File: src/hdl/sid_pkg.sv
`timescale 1ns / 1ps

package sid_pkg;

  // default field widths
  localparam int ACCEL_WIDTH = 16;
  localparam int TIME_WIDTH  = 32;

  // fixed widths of registers and result fields
  localparam int LEVEL_W    = 20;
  localparam int WAKE_W     = 16;
  localparam int DUR_W      = 16;
  localparam int DELAY_W    = 24;
  localparam int DECAY_W    = 16;
  localparam int OP_W       = 2;
  localparam int MODE_W     = 2;
  localparam int CFG_IDX_W  = 3;
  localparam int CFG_DATA_W = 24;
  localparam int OUT_DATA_W = 24;

  // magnitude register must also hold its one-g reset value
  localparam int MAG_MIN_W = 13;

  localparam logic [LEVEL_W-1:0] LEVEL_MAX = '1;

  // item kinds
  typedef enum logic [OP_W-1:0] {
    OP_SAMPLE = 2'd0,
    OP_TICK   = 2'd1,
    OP_MODE   = 2'd2,
    OP_POKE   = 2'd3
  } op_t;

  // operating modes
  localparam logic [MODE_W-1:0] MODE_IDLE = 2'd0;
  localparam logic [MODE_W-1:0] MODE_BUSY = 2'd1;
  localparam logic [MODE_W-1:0] MODE_WAIT = 2'd2;

  // register indexes
  localparam logic [CFG_IDX_W-1:0] CFG_SHAKE_THRESHOLD = 3'd0;
  localparam logic [CFG_IDX_W-1:0] CFG_WAKE_JERK       = 3'd1;
  localparam logic [CFG_IDX_W-1:0] CFG_DIZZY_DURATION  = 3'd2;
  localparam logic [CFG_IDX_W-1:0] CFG_SLEEP_DELAY     = 3'd3;
  localparam logic [CFG_IDX_W-1:0] CFG_DECAY_FACTOR    = 3'd4;

  // register reset values
  localparam logic [LEVEL_W-1:0] RST_SHAKE_THRESHOLD = 20'd28672;
  localparam logic [WAKE_W-1:0]  RST_WAKE_JERK       = 16'd492;
  localparam logic [DUR_W-1:0]   RST_DIZZY_DURATION  = 16'd2200;
  localparam logic [DELAY_W-1:0] RST_SLEEP_DELAY     = 24'd20000;
  localparam logic [DECAY_W-1:0] RST_DECAY_FACTOR    = 16'd52429;

  // one g in Q4.12
  localparam int MAG_RESET = 4096;

endpackage

File: src/hdl/sid_isqrt.sv
`timescale 1ns / 1ps

// digit-by-digit integer square root, one root bit per cycle
module sid_isqrt #(
  parameter int RW = 16
) (
  input  logic            clk,
  input  logic            rst_n,
  input  logic            start,
  input  logic [2*RW-1:0] radicand,
  output logic            done,
  output logic [RW-1:0]   root
);

  localparam int CW = $clog2(RW + 1);

  logic            busy_r;
  logic            done_r;
  logic [CW-1:0]   cnt_r;
  logic [2*RW-1:0] n_r;
  logic [RW-1:0]   rem_r;
  logic [RW-1:0]   root_r;

  logic [RW+1:0]   rem_sh;
  logic [RW+1:0]   trial;
  logic            ge;
  logic [RW+1:0]   rem_nxt;

  always_comb begin
    rem_sh  = {rem_r, n_r[2*RW-1 -: 2]};
    trial   = {root_r, 2'b01};
    ge      = rem_sh >= trial;
    rem_nxt = ge ? rem_sh - trial : rem_sh;
  end

  always_ff @(posedge clk) begin
    if (!rst_n) begin
      busy_r <= 1'b0;
      done_r <= 1'b0;
      cnt_r  <= '0;
    end else begin
      done_r <= 1'b0;
      if (start) begin
        busy_r <= 1'b1;
        cnt_r  <= CW'(RW);
      end else if (busy_r) begin
        cnt_r <= cnt_r - 1'b1;
        if (cnt_r == CW'(1)) begin
          busy_r <= 1'b0;
          done_r <= 1'b1;
        end
      end
    end
  end

  always_ff @(posedge clk) begin
    if (start) begin
      n_r    <= radicand;
      rem_r  <= '0;
      root_r <= '0;
    end else if (busy_r) begin
      n_r    <= {n_r[2*RW-3:0], 2'b00};
      rem_r  <= rem_nxt[RW-1:0];
      root_r <= {root_r[RW-2:0], ge};
    end
  end

  assign done = done_r;
  assign root = root_r;

endmodule

File: src/hdl/shake_and_inactivity_detector_top.sv
`timescale 1ns / 1ps

// channel  dir  handshake            payload
// in_      in   in_tvalid/in_tready  tuser: operation; tdata: accel x,y,z, time_ms, new_mode
// out_     out  out_tvalid/out_tready tdata: sleeping, dizzy, dizzy_started, shake_level
// cfg_     in   cfg_valid/cfg_ready  cfg_index, cfg_data (ready whenever out of reset)
//
// a sample runs the square, root, decay, jerk and finish states: three squares on the
// shared multiplier, ACCEL_WIDTH steps of the square root unit, one decay product, then
// the saturated level sum and state update; tick, mode change and poke skip to finish
// in_tready is high only while the sequencer is idle and rst_n is high
// a finished result waits in the output register; a new item is taken meanwhile, and
// its result holds in the finish state until the output register frees
// rst_n is synchronous: registers take their reset values, no transfer is pending

module shake_and_inactivity_detector_top #(
  parameter int ACCEL_WIDTH = sid_pkg::ACCEL_WIDTH,
  parameter int TIME_WIDTH  = sid_pkg::TIME_WIDTH,
  localparam int IN_DATA_W  = ((3 * ACCEL_WIDTH + TIME_WIDTH + sid_pkg::MODE_W + 7) / 8) * 8
) (
  input  logic                           clk,
  input  logic                           rst_n,
  input  logic                           in_tvalid,
  output logic                           in_tready,
  // accel_x, accel_y, accel_z, time_ms, new_mode, zero pad
  input  logic [IN_DATA_W-1:0]           in_tdata,
  // operation
  input  logic [sid_pkg::OP_W-1:0]       in_tuser,
  output logic                           out_tvalid,
  input  logic                           out_tready,
  // sleeping, dizzy, dizzy_started, shake_level, zero pad
  output logic [sid_pkg::OUT_DATA_W-1:0] out_tdata,
  input  logic                           cfg_valid,
  output logic                           cfg_ready,
  input  logic [sid_pkg::CFG_IDX_W-1:0]  cfg_index,
  input  logic [sid_pkg::CFG_DATA_W-1:0] cfg_data
);

  localparam int AW      = ACCEL_WIDTH;
  localparam int TW      = TIME_WIDTH;
  localparam int LW      = sid_pkg::LEVEL_W;
  localparam int SUM_W   = 2 * AW;
  localparam int MAG_W   = (AW > sid_pkg::MAG_MIN_W) ? AW : sid_pkg::MAG_MIN_W;
  localparam int MUL_AW  = (AW > LW) ? AW : LW;
  localparam int MUL_BW  = (AW > sid_pkg::DECAY_W) ? AW : sid_pkg::DECAY_W;
  localparam int PROD_W  = MUL_AW + MUL_BW;
  localparam int ACC_S_W = ((MAG_W > LW) ? MAG_W : LW) + 1;
  localparam int JW      = (MAG_W > sid_pkg::WAKE_W) ? MAG_W : sid_pkg::WAKE_W;
  localparam int IW      = (TW > sid_pkg::DELAY_W) ? TW : sid_pkg::DELAY_W;
  localparam int MODE_W  = sid_pkg::MODE_W;

  typedef enum logic [2:0] {
    S_IDLE,
    S_SQUARE,
    S_ROOT_GO,
    S_ROOT_WAIT,
    S_DECAY,
    S_JERK,
    S_FINISH
  } state_t;

  state_t state_r;

  // configuration registers
  logic [LW-1:0]                thr_r;
  logic [sid_pkg::WAKE_W-1:0]   wake_r;
  logic [sid_pkg::DUR_W-1:0]    dur_r;
  logic [sid_pkg::DELAY_W-1:0]  delay_r;
  logic [sid_pkg::DECAY_W-1:0]  decay_r;

  // detector state
  logic [MAG_W-1:0]  prev_r,   prev_nxt;
  logic [LW-1:0]     acc_r,    acc_nxt;
  logic [TW-1:0]     dz_end_r, dz_end_nxt;
  logic [TW-1:0]     last_r,   last_nxt;
  logic              asleep_r, asleep_nxt;
  logic [MODE_W-1:0] mode_r,   mode_nxt;

  // captured item
  sid_pkg::op_t      op_r;
  logic [AW-1:0]     abs_r [3];
  logic [TW-1:0]     time_r;
  logic [MODE_W-1:0] new_mode_r;

  // datapath
  logic [1:0]        cnt_r;
  logic [SUM_W-1:0]  sum_r;
  logic [PROD_W-1:0] prod_r;
  logic [MAG_W-1:0]  jerk_r;
  logic [LW-1:0]     acc_sat_r;

  logic              out_tvalid_r;
  logic              out_sleep_r;
  logic              out_dizzy_r;
  logic              out_started_r;
  logic [LW-1:0]     out_level_r;

  logic [AW-1:0]     raw_x, raw_y, raw_z;
  logic [MUL_AW-1:0] mul_a;
  logic [MUL_BW-1:0] mul_b;
  logic [PROD_W-1:0] mul_p;
  logic              sqrt_start;
  logic              sqrt_done;
  logic [AW-1:0]     sqrt_root;
  logic [MAG_W-1:0]  mag;
  logic [MAG_W-1:0]  jerk_nxt;
  logic [ACC_S_W-1:0] acc_sum;
  logic              out_free;
  logic              started;
  logic              dz_now;
  logic [TW-1:0]     idle_time;
  logic [MODE_W-1:0] mode_req;

  // nothing is taken while rst_n is low
  assign in_tready = rst_n && (state_r == S_IDLE);
  assign cfg_ready = rst_n;
  assign out_free  = !out_tvalid_r || out_tready;

  assign raw_x = in_tdata[0 +: AW];
  assign raw_y = in_tdata[AW +: AW];
  assign raw_z = in_tdata[2*AW +: AW];

  // shared multiplier: squares during sampling, decay product afterwards
  always_comb begin
    mul_a = '0;
    mul_b = '0;
    if (state_r == S_SQUARE) begin
      case (cnt_r)
        2'd0:    begin mul_a = MUL_AW'(abs_r[0]); mul_b = MUL_BW'(abs_r[0]); end
        2'd1:    begin mul_a = MUL_AW'(abs_r[1]); mul_b = MUL_BW'(abs_r[1]); end
        2'd2:    begin mul_a = MUL_AW'(abs_r[2]); mul_b = MUL_BW'(abs_r[2]); end
        default: begin mul_a = '0; mul_b = '0; end
      endcase
    end else if (state_r == S_DECAY) begin
      mul_a = MUL_AW'(acc_r);
      mul_b = MUL_BW'(decay_r);
    end
    mul_p = mul_a * mul_b;
  end

  assign sqrt_start = (state_r == S_ROOT_GO);

  sid_isqrt #(
    .RW (AW)
  ) u_isqrt (
    .clk      (clk),
    .rst_n    (rst_n),
    .start    (sqrt_start),
    .radicand (sum_r),
    .done     (sqrt_done),
    .root     (sqrt_root)
  );

  // jerk against the previous magnitude, and the leaky accumulator sum
  always_comb begin
    mag      = MAG_W'(sqrt_root);
    jerk_nxt = (mag >= prev_r) ? mag - prev_r : prev_r - mag;
    acc_sum  = ACC_S_W'(prod_r[16 +: LW]) + ACC_S_W'(jerk_r);
  end

  // state update for the finished item
  always_comb begin
    prev_nxt   = prev_r;
    acc_nxt    = acc_r;
    dz_end_nxt = dz_end_r;
    last_nxt   = last_r;
    asleep_nxt = asleep_r;
    mode_nxt   = mode_r;
    started    = 1'b0;
    dz_now     = time_r < dz_end_r;
    idle_time  = (time_r > last_r) ? time_r - last_r : '0;
    // the unused mode code counts as idle
    mode_req   = (new_mode_r == sid_pkg::MODE_BUSY || new_mode_r == sid_pkg::MODE_WAIT) ?
                 new_mode_r : sid_pkg::MODE_IDLE;
    case (op_r)
      sid_pkg::OP_SAMPLE: begin
        prev_nxt = mag;
        acc_nxt  = acc_sat_r;
        if (acc_sat_r > thr_r && time_r >= dz_end_r) begin
          // strong shake: open the dizzy window and wake
          dz_end_nxt = time_r + TW'(dur_r);
          acc_nxt    = '0;
          started    = 1'b1;
          last_nxt   = time_r;
          asleep_nxt = 1'b0;
        end else if (asleep_r && JW'(jerk_r) > JW'(wake_r)) begin
          last_nxt   = time_r;
          asleep_nxt = 1'b0;
        end
      end
      sid_pkg::OP_TICK: begin
        if (mode_r != sid_pkg::MODE_IDLE || dz_now) begin
          last_nxt   = time_r;
          asleep_nxt = 1'b0;
        end else if (!asleep_r && IW'(idle_time) > IW'(delay_r)) begin
          asleep_nxt = 1'b1;
        end
      end
      sid_pkg::OP_MODE: begin
        if (mode_req != mode_r) begin
          mode_nxt = mode_req;
          if (mode_req != sid_pkg::MODE_IDLE) begin
            last_nxt   = time_r;
            asleep_nxt = 1'b0;
          end
        end
      end
      sid_pkg::OP_POKE: begin
        last_nxt   = time_r;
        asleep_nxt = 1'b0;
      end
      default: begin
        last_nxt = last_r;
      end
    endcase
  end

  // configuration writes, unknown indexes dropped
  always_ff @(posedge clk) begin
    if (!rst_n) begin
      thr_r   <= sid_pkg::RST_SHAKE_THRESHOLD;
      wake_r  <= sid_pkg::RST_WAKE_JERK;
      dur_r   <= sid_pkg::RST_DIZZY_DURATION;
      delay_r <= sid_pkg::RST_SLEEP_DELAY;
      decay_r <= sid_pkg::RST_DECAY_FACTOR;
    end else if (cfg_valid) begin
      case (cfg_index)
        sid_pkg::CFG_SHAKE_THRESHOLD: thr_r   <= cfg_data[LW-1:0];
        sid_pkg::CFG_WAKE_JERK:       wake_r  <= cfg_data[sid_pkg::WAKE_W-1:0];
        sid_pkg::CFG_DIZZY_DURATION:  dur_r   <= cfg_data[sid_pkg::DUR_W-1:0];
        sid_pkg::CFG_SLEEP_DELAY:     delay_r <= cfg_data[sid_pkg::DELAY_W-1:0];
        sid_pkg::CFG_DECAY_FACTOR:    decay_r <= cfg_data[sid_pkg::DECAY_W-1:0];
        default:                      thr_r   <= thr_r;
      endcase
    end
  end

  // sequencer, detector state and output register
  always_ff @(posedge clk) begin
    if (!rst_n) begin
      state_r       <= S_IDLE;
      out_tvalid_r  <= 1'b0;
      out_sleep_r   <= 1'b0;
      out_dizzy_r   <= 1'b0;
      out_started_r <= 1'b0;
      out_level_r   <= '0;
      prev_r        <= MAG_W'(sid_pkg::MAG_RESET);
      acc_r         <= '0;
      dz_end_r      <= '0;
      last_r        <= '0;
      asleep_r      <= 1'b0;
      mode_r        <= sid_pkg::MODE_IDLE;
    end else begin
      // the finish state reloads the output register itself
      if (state_r != S_FINISH && out_tvalid_r && out_tready) out_tvalid_r <= 1'b0;
      case (state_r)
        S_IDLE: begin
          if (in_tvalid) begin
            state_r <= (sid_pkg::op_t'(in_tuser) == sid_pkg::OP_SAMPLE) ? S_SQUARE : S_FINISH;
          end
        end
        S_SQUARE: begin
          if (cnt_r == 2'd3) state_r <= S_ROOT_GO;
        end
        S_ROOT_GO: begin
          state_r <= S_ROOT_WAIT;
        end
        S_ROOT_WAIT: begin
          if (sqrt_done) state_r <= S_DECAY;
        end
        S_DECAY: begin
          state_r <= S_JERK;
        end
        S_JERK: begin
          state_r <= S_FINISH;
        end
        S_FINISH: begin
          if (out_free) begin
            prev_r        <= prev_nxt;
            acc_r         <= acc_nxt;
            dz_end_r      <= dz_end_nxt;
            last_r        <= last_nxt;
            asleep_r      <= asleep_nxt;
            mode_r        <= mode_nxt;
            out_tvalid_r  <= 1'b1;
            out_sleep_r   <= asleep_nxt;
            out_dizzy_r   <= time_r < dz_end_nxt;
            out_started_r <= started;
            out_level_r   <= acc_nxt;
            state_r       <= S_IDLE;
          end
        end
        default: begin
          state_r <= S_IDLE;
        end
      endcase
    end
  end

  // payload registers
  always_ff @(posedge clk) begin
    case (state_r)
      S_IDLE: begin
        op_r       <= sid_pkg::op_t'(in_tuser);
        abs_r[0]   <= raw_x[AW-1] ? ~raw_x + 1'b1 : raw_x;
        abs_r[1]   <= raw_y[AW-1] ? ~raw_y + 1'b1 : raw_y;
        abs_r[2]   <= raw_z[AW-1] ? ~raw_z + 1'b1 : raw_z;
        time_r     <= in_tdata[3*AW +: TW];
        new_mode_r <= in_tdata[3*AW+TW +: MODE_W];
        cnt_r      <= '0;
        sum_r      <= '0;
      end
      S_SQUARE: begin
        // multiply one axis while the previous square is added
        cnt_r  <= cnt_r + 1'b1;
        prod_r <= mul_p;
        if (cnt_r != 2'd0) sum_r <= sum_r + prod_r[SUM_W-1:0];
      end
      S_DECAY: begin
        prod_r <= mul_p;
        jerk_r <= jerk_nxt;
      end
      S_JERK: begin
        acc_sat_r <= (acc_sum > ACC_S_W'(sid_pkg::LEVEL_MAX)) ?
                     sid_pkg::LEVEL_MAX : acc_sum[LW-1:0];
      end
      default: begin
        cnt_r <= cnt_r;
      end
    endcase
  end

  assign out_tvalid = out_tvalid_r;
  assign out_tdata  = {1'b0, out_level_r, out_started_r, out_dizzy_r, out_sleep_r};

endmodule

File: config.mk
export PLATFORM = sky130hd
export DESIGN_NAME = shake_and_inactivity_detector_top
export DESIGN_NICKNAME = d
export VERILOG_FILES = /design/src/hdl/sid_pkg.sv /design/src/hdl/sid_isqrt.sv /design/src/hdl/shake_and_inactivity_detector_top.sv
export SDC_FILE = /design/constraint.sdc
export NUM_CORES = 2
export LEC_CHECK = 0
export ABC_AREA = 0
export BUFFER_PORTS_ARGS = -buffer_cell sky130_fd_sc_hd__buf_4
export CORE_ASPECT_RATIO = 0.5
export CORE_UTILIZATION = 53
export DETAILED_ROUTE_END_ITERATION = 10
export PLACE_DENSITY = 0.72
export SYNTH_ARGS = -nofsm -noshare
export SYNTH_HDL_FRONTEND = slang
export SYNTH_SLANG_ARGS = --single-unit
export TNS_END_PERCENT = 1
File: constraint.sdc
create_clock -name clk -period 17.8 [get_ports clk]
set_input_delay 3.56 -clock clk [delete_from_list [all_inputs] [get_ports clk]]
set_output_delay 3.56 -clock clk [all_outputs]
set_load 0.01 [all_outputs]
Word-level counts from Yosys, hierarchy flattened
Memory sizes are Yosys's and may differ from the RTL's.
Index checks and enable logic that the tools add are counted.

word-level totals
  bits in registers = 414
  RAM bits = 48
  input bits = 122
  logic and storage cells = 180
  memories kept = 1
  output and inout port bits = 27

memories
  name   words  bits a word  read ports  clocked after Yosys merged registers in  wr ports  line                                     text
  abs_r  3      16           3           0                                        3         shake_and_inactivity_detector_top.sv:81  logic [AW-1:0] abs_r [3];

cells by class
  eq/ne operators = 31
  magnitude comparators = 10
  $mul = 1
  mux-type cells = 54
  reductions and logical operators = 36
  bitwise operators = 5
  add/sub/neg operators = 12

operators by type and width
  cell                                                   count
  2-to-1 mux 32 bit                                      11
  one-hot mux 32 bit (4 select lines)                    1
  2-to-1 mux 16 bit                                      7
  one-hot mux 16 bit (3 select lines)                    2
  2-to-1 mux 20 bit                                      4
  less-than comparator 32 bit                            2
  one-hot mux 32 bit (2 select lines)                    1
  adder 16 x 1 -> 16 bit (second input constant)         3
  NOT 16 bit                                             3
  subtractor 16 bit                                      3
  multiplier 20 x 16 -> 36 bit                           1
  adder 32 x 16 -> 32 bit                                1
  adder 32 bit                                           1
  >= comparator 32 bit                                   1
  > comparator 32 x 24 -> 1 bit                          1
  > comparator 32 bit                                    1
  subtractor 32 bit                                      1
  adder 20 x 16 -> 21 bit                                1
  > comparator 21 x 20 -> 1 bit (second input constant)  1
  one-hot mux 3 bit (7 select lines)                     1
  > comparator 20 bit                                    1
  >= comparator 18 bit                                   1
  2-to-1 mux 1 bit                                       17
  >= comparator 16 bit                                   1
  other kinds (31)                                       82

Longest topological paths before layout
  depth after elaboration = 7
  mapped depth = 33
  mapped depth without buffers = 28

Cells and area by module
A second synthesis with hierarchy kept.

unflattened totals
  cell total of the unflattened synthesis = 4371
  area total of the unflattened synthesis = 38901.1 um2

modules (own cells, without submodules)
  module                             sequential area each (um2)  times used  cells an instance  area an instance (um2)
  shake_and_inactivity_detector_top  9729.3                      1           3994               35017.3
  sid_isqrt                          1741.7                      1           377                3883.7

Worst setup path after synthesis
OpenSTA, ideal clock, no wires.

  path kind = register to output
  from = register state_r[1]
  to = output in_tready
  required time = 14240 ps
  slack = 7209 ps
  stages on the path, launching flop included = 5
  path buffers = 2
  data arrival time = 7031 ps
  cell sequence = dfxtp_1 -> clkbuf_1 -> clkbuf_1 -> nor3_1 -> and2_1

between the ends
  word-level cells in the longest chain between the ends = 2

RTL lines
  what                    line                                      text
  start, declared         shake_and_inactivity_detector_top.sv:62   state_t state_r;
  start signal, assigned  shake_and_inactivity_detector_top.sv:259  state_r <= (sid_pkg::op_t'(in_tuser) == sid_pkg::OP_SAMPLE) ? S_SQUARE : S_FINISH;
  zero test 3 bit         shake_and_inactivity_detector_top.sv:115  assign in_tready = rst_n && (state_r == S_IDLE);
  logical AND 1 bit       shake_and_inactivity_detector_top.sv:115
  end, declared           shake_and_inactivity_detector_top.sv:24   output logic in_tready,

No other way between the ends.

Worst setup path in the final report
  from = register state_r[2]
  to = register prod_r[30], data pin

between the ends
  word-level cells in the longest chain between the ends = 4
  elaborated cells between the ends (all ways) = 7
  those cells by class = 1 x mul; 2 x eq/ne; 4 x mux

RTL lines
  what                                                    line                                      text
  == test 3 bit                                           shake_and_inactivity_detector_top.sv:134  end else if (state_r == S_DECAY) begin
  2-to-1 mux 20 bit or 2-to-1 mux 16 bit (tied branches)  shake_and_inactivity_detector_top.sv:134
  2-to-1 mux 20 bit or 2-to-1 mux 16 bit (tied branches)  shake_and_inactivity_detector_top.sv:127  if (state_r == S_SQUARE) begin
  multiplier 20 x 16 -> 36 bit (*)                        shake_and_inactivity_detector_top.sv:138  mul_p = mul_a * mul_b;
  via mul_p[30]                                           shake_and_inactivity_detector_top.sv:101  logic [PROD_W-1:0] mul_p;
  end signal, assigned                                    shake_and_inactivity_detector_top.sv:316  prod_r <= mul_p;
  end signal, assigned                                    shake_and_inactivity_detector_top.sv:320  prod_r <= mul_p;
  end, declared                                           shake_and_inactivity_detector_top.sv:88   logic [PROD_W-1:0] prod_r;

The timed path passes the listed nets; every way through them passes the cells marked *.
A chain may end at the register's enable or synchronous reset.

==> Flow_metrics.wiki <==
{| class="wikitable"
! Metric !! Value
|-
| Max Transition Viols Final || 0
|-
| Pre-Repair DR Iteration Count || 7
|-
| Post-cts hold buffer count || 0
|-
| Overall power || 6.23 mW
|-
| Number of buffers inserted during clock tree synthesis || 46
|-
| Setup slack after layout || 8.37 ns
|-
| Routed vias || approximately 31,000
|-
| Final antenna-violating net count || 0
|-
| Max Cap Viol || 0
|-
| Post-synth top area cell || sky130_fd_sc_hd__edfxtp_1
|-
| Clock tree from TritonCTS || built
|-
| Xor and xnor fraction of the mapped netlist area || approximately 4.4%
|-
| Cts repair resizes || 0
|-
| Maximum number of pins on one net before global-route repair || 92
|-
| Half-perimeter wire length after placement || 82,400 microns
|-
| IO Pins || 149
|-
| Initial antenna violation count || 3
|-
| Synth Warn # || 0
|-
| Slowest cell on the critical path || sky130_fd_sc_hd__nor3b_4
|-
| Setup TNS || 0 ns
|-
| Synthesized Nets || between 5,000 and 6,000
|-
| Critical Path Most Common Cell || sky130_fd_sc_hd__fa_1
|-
| Min-Delay Path Class || flop to flop
|-
| Arr. time, crit path || about 10 ns
|-
| Aggregate global routing overflow || 0
|-
| Global-route met1 utilization || 40.2%
|-
| Std cell rows || 69
|-
| Buffer cell driving the clock tree root || sky130_fd_sc_hd__clkbuf_16
|-
| Number of diodes || 0
|-
| Final instance area || 42,200 sq um
|-
| Transition time at the pin with the least slew margin || 1.21 ns
|-
| Number of buffers on the longest clock path || 3
|-
| Final routed wire length divided by cell count || around 20 microns
|-
| Area contributors post-synth || sky130_fd_sc_hd__edfxtp_1 17%, sky130_fd_sc_hd__fa_1 13%, sky130_fd_sc_hd__ha_1 12%, sky130_fd_sc_hd__dfxtp_1 12%, sky130_fd_sc_hd__nand2_1 6.3%
|-
| Synthesized-area fraction occupied by adder cells || 25.6%
|-
| Cell class contributing the biggest share of worst-path delay || adder cells
|-
| Layout overhead on the synthesized area || 8.55%
|-
| Setup clock skew after layout || about 0.019 ns
|-
| Post-layout net count || 5,172
|-
| Post-route fraction of the period consumed by the critical path || between 50% and 60%
|-
| Critical path buffer and inverter count || 5
|-
| Post CTS Setup Buffer Count || 0
|-
| Dominant combinational cell family by area after synthesis || adder cells
|-
| Wire length reported by the detailed router || 106,000 microns
|-
| Post-layout instance count excluding filler cells || approximately 5,400
|-
| Fmax || 106 MHz
|-
| Crit path time final || between 9 and 10 ns
|-
| Cell area power density || between 100 and 150 nW/um^2
|-
| Placeable core area || 71,800 sq um
|-
| Number of global-route vias before repair || 30,607
|-
| Async set or reset register ratio after synthesis || 0%
|-
| Simple-gate share of the synthesized area || 16.4%
|-
| CP Capture Type || flop
|-
| Routing layer with the top usage in global route || met2
|-
| Proportion of synthesized area in mux cells || 2.20%
|-
| Clock latency on the worst-skew pair || approximately 0.6 ns
|-
| Count of different cell masters after synthesis || slightly above 90
|-
| Leading register cell type out of synthesis || sky130_fd_sc_hd__dfxtp_1
|-
| Placed cell area || 40,700 sq um
|-
| Ratio of cells with drive above 1 in the final layout || 7.09%
|-
| Vias per cell || approximately 5.8
|-
| Number of enable flip-flop cells after synthesis || 222
|-
| Static power due to leakage || roughly 18 nW
|-
| Area share of the leading cell type in the synthesized netlist || ~17%
|-
| Worst Setup Start Kind || flop
|-
| Worst slew margin relative to its limit || 19.3%
|-
| Horizontal die dimension || 385 microns
|-
| Die height || 194 microns
|-
| Detailed router's first-iteration violation count || 2,634
|-
| Met3 capacity usage during global routing || 5.15%
|-
| Number of sinks driven by the clock tree || 462
|-
| All-layer global routing usage || 28.6%
|-
| Post-placement cell count || 5,318
|-
| Share of the synthesized area in compound gates (AO/OA/AOI/OAI) || 15.3%
|-
| Setup repair after global routing missed its margin || no
|-
| Global-route wire length before repair || 168,000 microns
|-
| Worst stage delay on the critical path || 0.78 ns
|-
| Category of the most critical setup path || flop to flop
|-
| Worst endpoint required time || between 15 and 20 ns
|-
| Seq cells post-synth || 462
|-
| Worst IR drop on VDD || about 0.094 mV
|-
| Met2 Track Usage GR || 44.2%
|-
| Pre-CTS worst setup slack || ~8.5 ns
|-
| Starting density of the core || 54.2%
|-
| Final routed DRC violation total || 0
|-
| Area enclosed by the die boundary || approximately 75,000 sq um
|-
| Post-synthesis area per instance || 8.92 sq um
|-
| Number of setup violations in the final report || 0
|-
| Global placer's final weighted congestion || 0.942
|-
| Status || completed
|-
| Final hold violation count || 0
|-
| Sequential element share of the synthesized area || ~30%
|-
| Number of buffers inserted by port buffering || 141
|-
| Level count of the clock H-tree || 2
|-
| Clock input transition at the sequential cells of the worst setup and hold paths || ~0.070 ns
|-
| Instance count of the mapped netlist || 4,363
|-
| Max FO, Critical Path || 73
|-
| Mapped Area || 38,900 sq um
|}
==> synth_stat cells, drive strengths merged, types with 48 or more instances <==
cell type and instances:
a21boi 104, a21o 110, a21oi 262, clkbuf 146, dfxtp 240, edfxtp 222, fa 256, ha 386
inv 487, mux2i 82, nand2 658, nand3 73, nor2 332, nor2b 79, nor3 48, o21ai 157
xnor2 142, xor2 49
==> cells by family (layout without fill, tap and decap cells) <==
| group | Yosys count | in the layout |
|---|---|---|
| muxes | 85 | 85 |
| adders and majority gates | 642 | 642 |
| DFF | 462 | 462 |
| and+or+nand+nor | 1418 | 1418 |
| AOI/OAI and AO/OA | 895 | 895 |
| buffers and inverters | 669 | 750 |
| xor gates and xnor gates | 191 | 191 |
| other | 1 | 1 |
==> placed cells by master, fill, tap and decap left out, types with 137 or more instances in the layout <==
cell type,count
sky130_fd_sc_hd__inv_1,487
sky130_fd_sc_hd__dfxtp_1,240
sky130_fd_sc_hd__buf_4,178
sky130_fd_sc_hd__fa_1,256
sky130_fd_sc_hd__nand2_1,658
sky130_fd_sc_hd__a21oi_1,258
sky130_fd_sc_hd__ha_1,386
sky130_fd_sc_hd__o21ai_0,140
sky130_fd_sc_hd__nor2_1,330
sky130_fd_sc_hd__xnor2_1,137
sky130_fd_sc_hd__edfxtp_1,222
==> path summary, 6_finish.rpt <==
kind	endpoint	from	depth (start not counted)	slack [ns]
hold reg to reg	delay_r[7]$_SDFFE_PN0P_	delay_r[7]$_SDFFE_PN0P_	2	0.46
setup reg to reg	prod_r[30]$_DFFE_PP_	state_r[2]$_SDFFE_PN0P_	25	8.37
setup / recovery	prod_r[30]$_DFFE_PP_	state_r[2]$_SDFFE_PN0P_	25	8.37
hold / removal	delay_r[7]$_SDFFE_PN0P_	delay_r[7]$_SDFFE_PN0P_	2	0.46
==> power breakdown <==
part | total, mW | internal (mW) | switching (mW)
clock network | 0.987 | 0.545 | 0.442
registers | 1.81 | 1.55 | 0.256
logic | 3.44 | 1.31 | 2.13
total | 6.23 | 3.40 | 2.83
==> flip-flops by register name, indices dropped and copies added, names as in the netlist, 24 cells and up <==
signal	count
abs_r	48
prod_r	36
dz_end_r	32
last_r	32
sum_r	32
time_r	32
u_isqrt.n_r	32
delay_r	24
==> tightest hold or removal path: stages (launching register included) <==
cell and delay [ns]:
sky130_fd_sc_hd__dfxtp_1 0.31, sky130_fd_sc_hd__nand2_1 0.04, sky130_fd_sc_hd__a21boi_0 0.06
==> layer usage <==
metal	wire length [microns]	part of all wire (%)
met1	46800	44
met2	47000	44
met3	8530	8.0
met4	3680	3.5
met5	0	0
==> metrics by stage <==
step | util [%] | hold slack (ns)
after floorplan | - | 0.429
after global placement | 56.7 | 0.447
after detailed placement | 56.7 | 0.459
after CTS | 58.8 | 0.468
after global routing | 58.8 | 0.480
final | 58.8 | 0.465
==> cell type report <==
cell class | count | area [sq um]
Clock buffer | 63 | 1340
Tap cell | 958 | 1200
Inverter | 487 | 1830
Timing Repair Buffer | 179 | 1350
Sequential cell | 462 | 11500
Multi-Input combinational cell | 3232 | 24900
Fill cell | 6350 | 29600
Clock inverter | 21 | 150
Power figures use the tool's default switching activity.
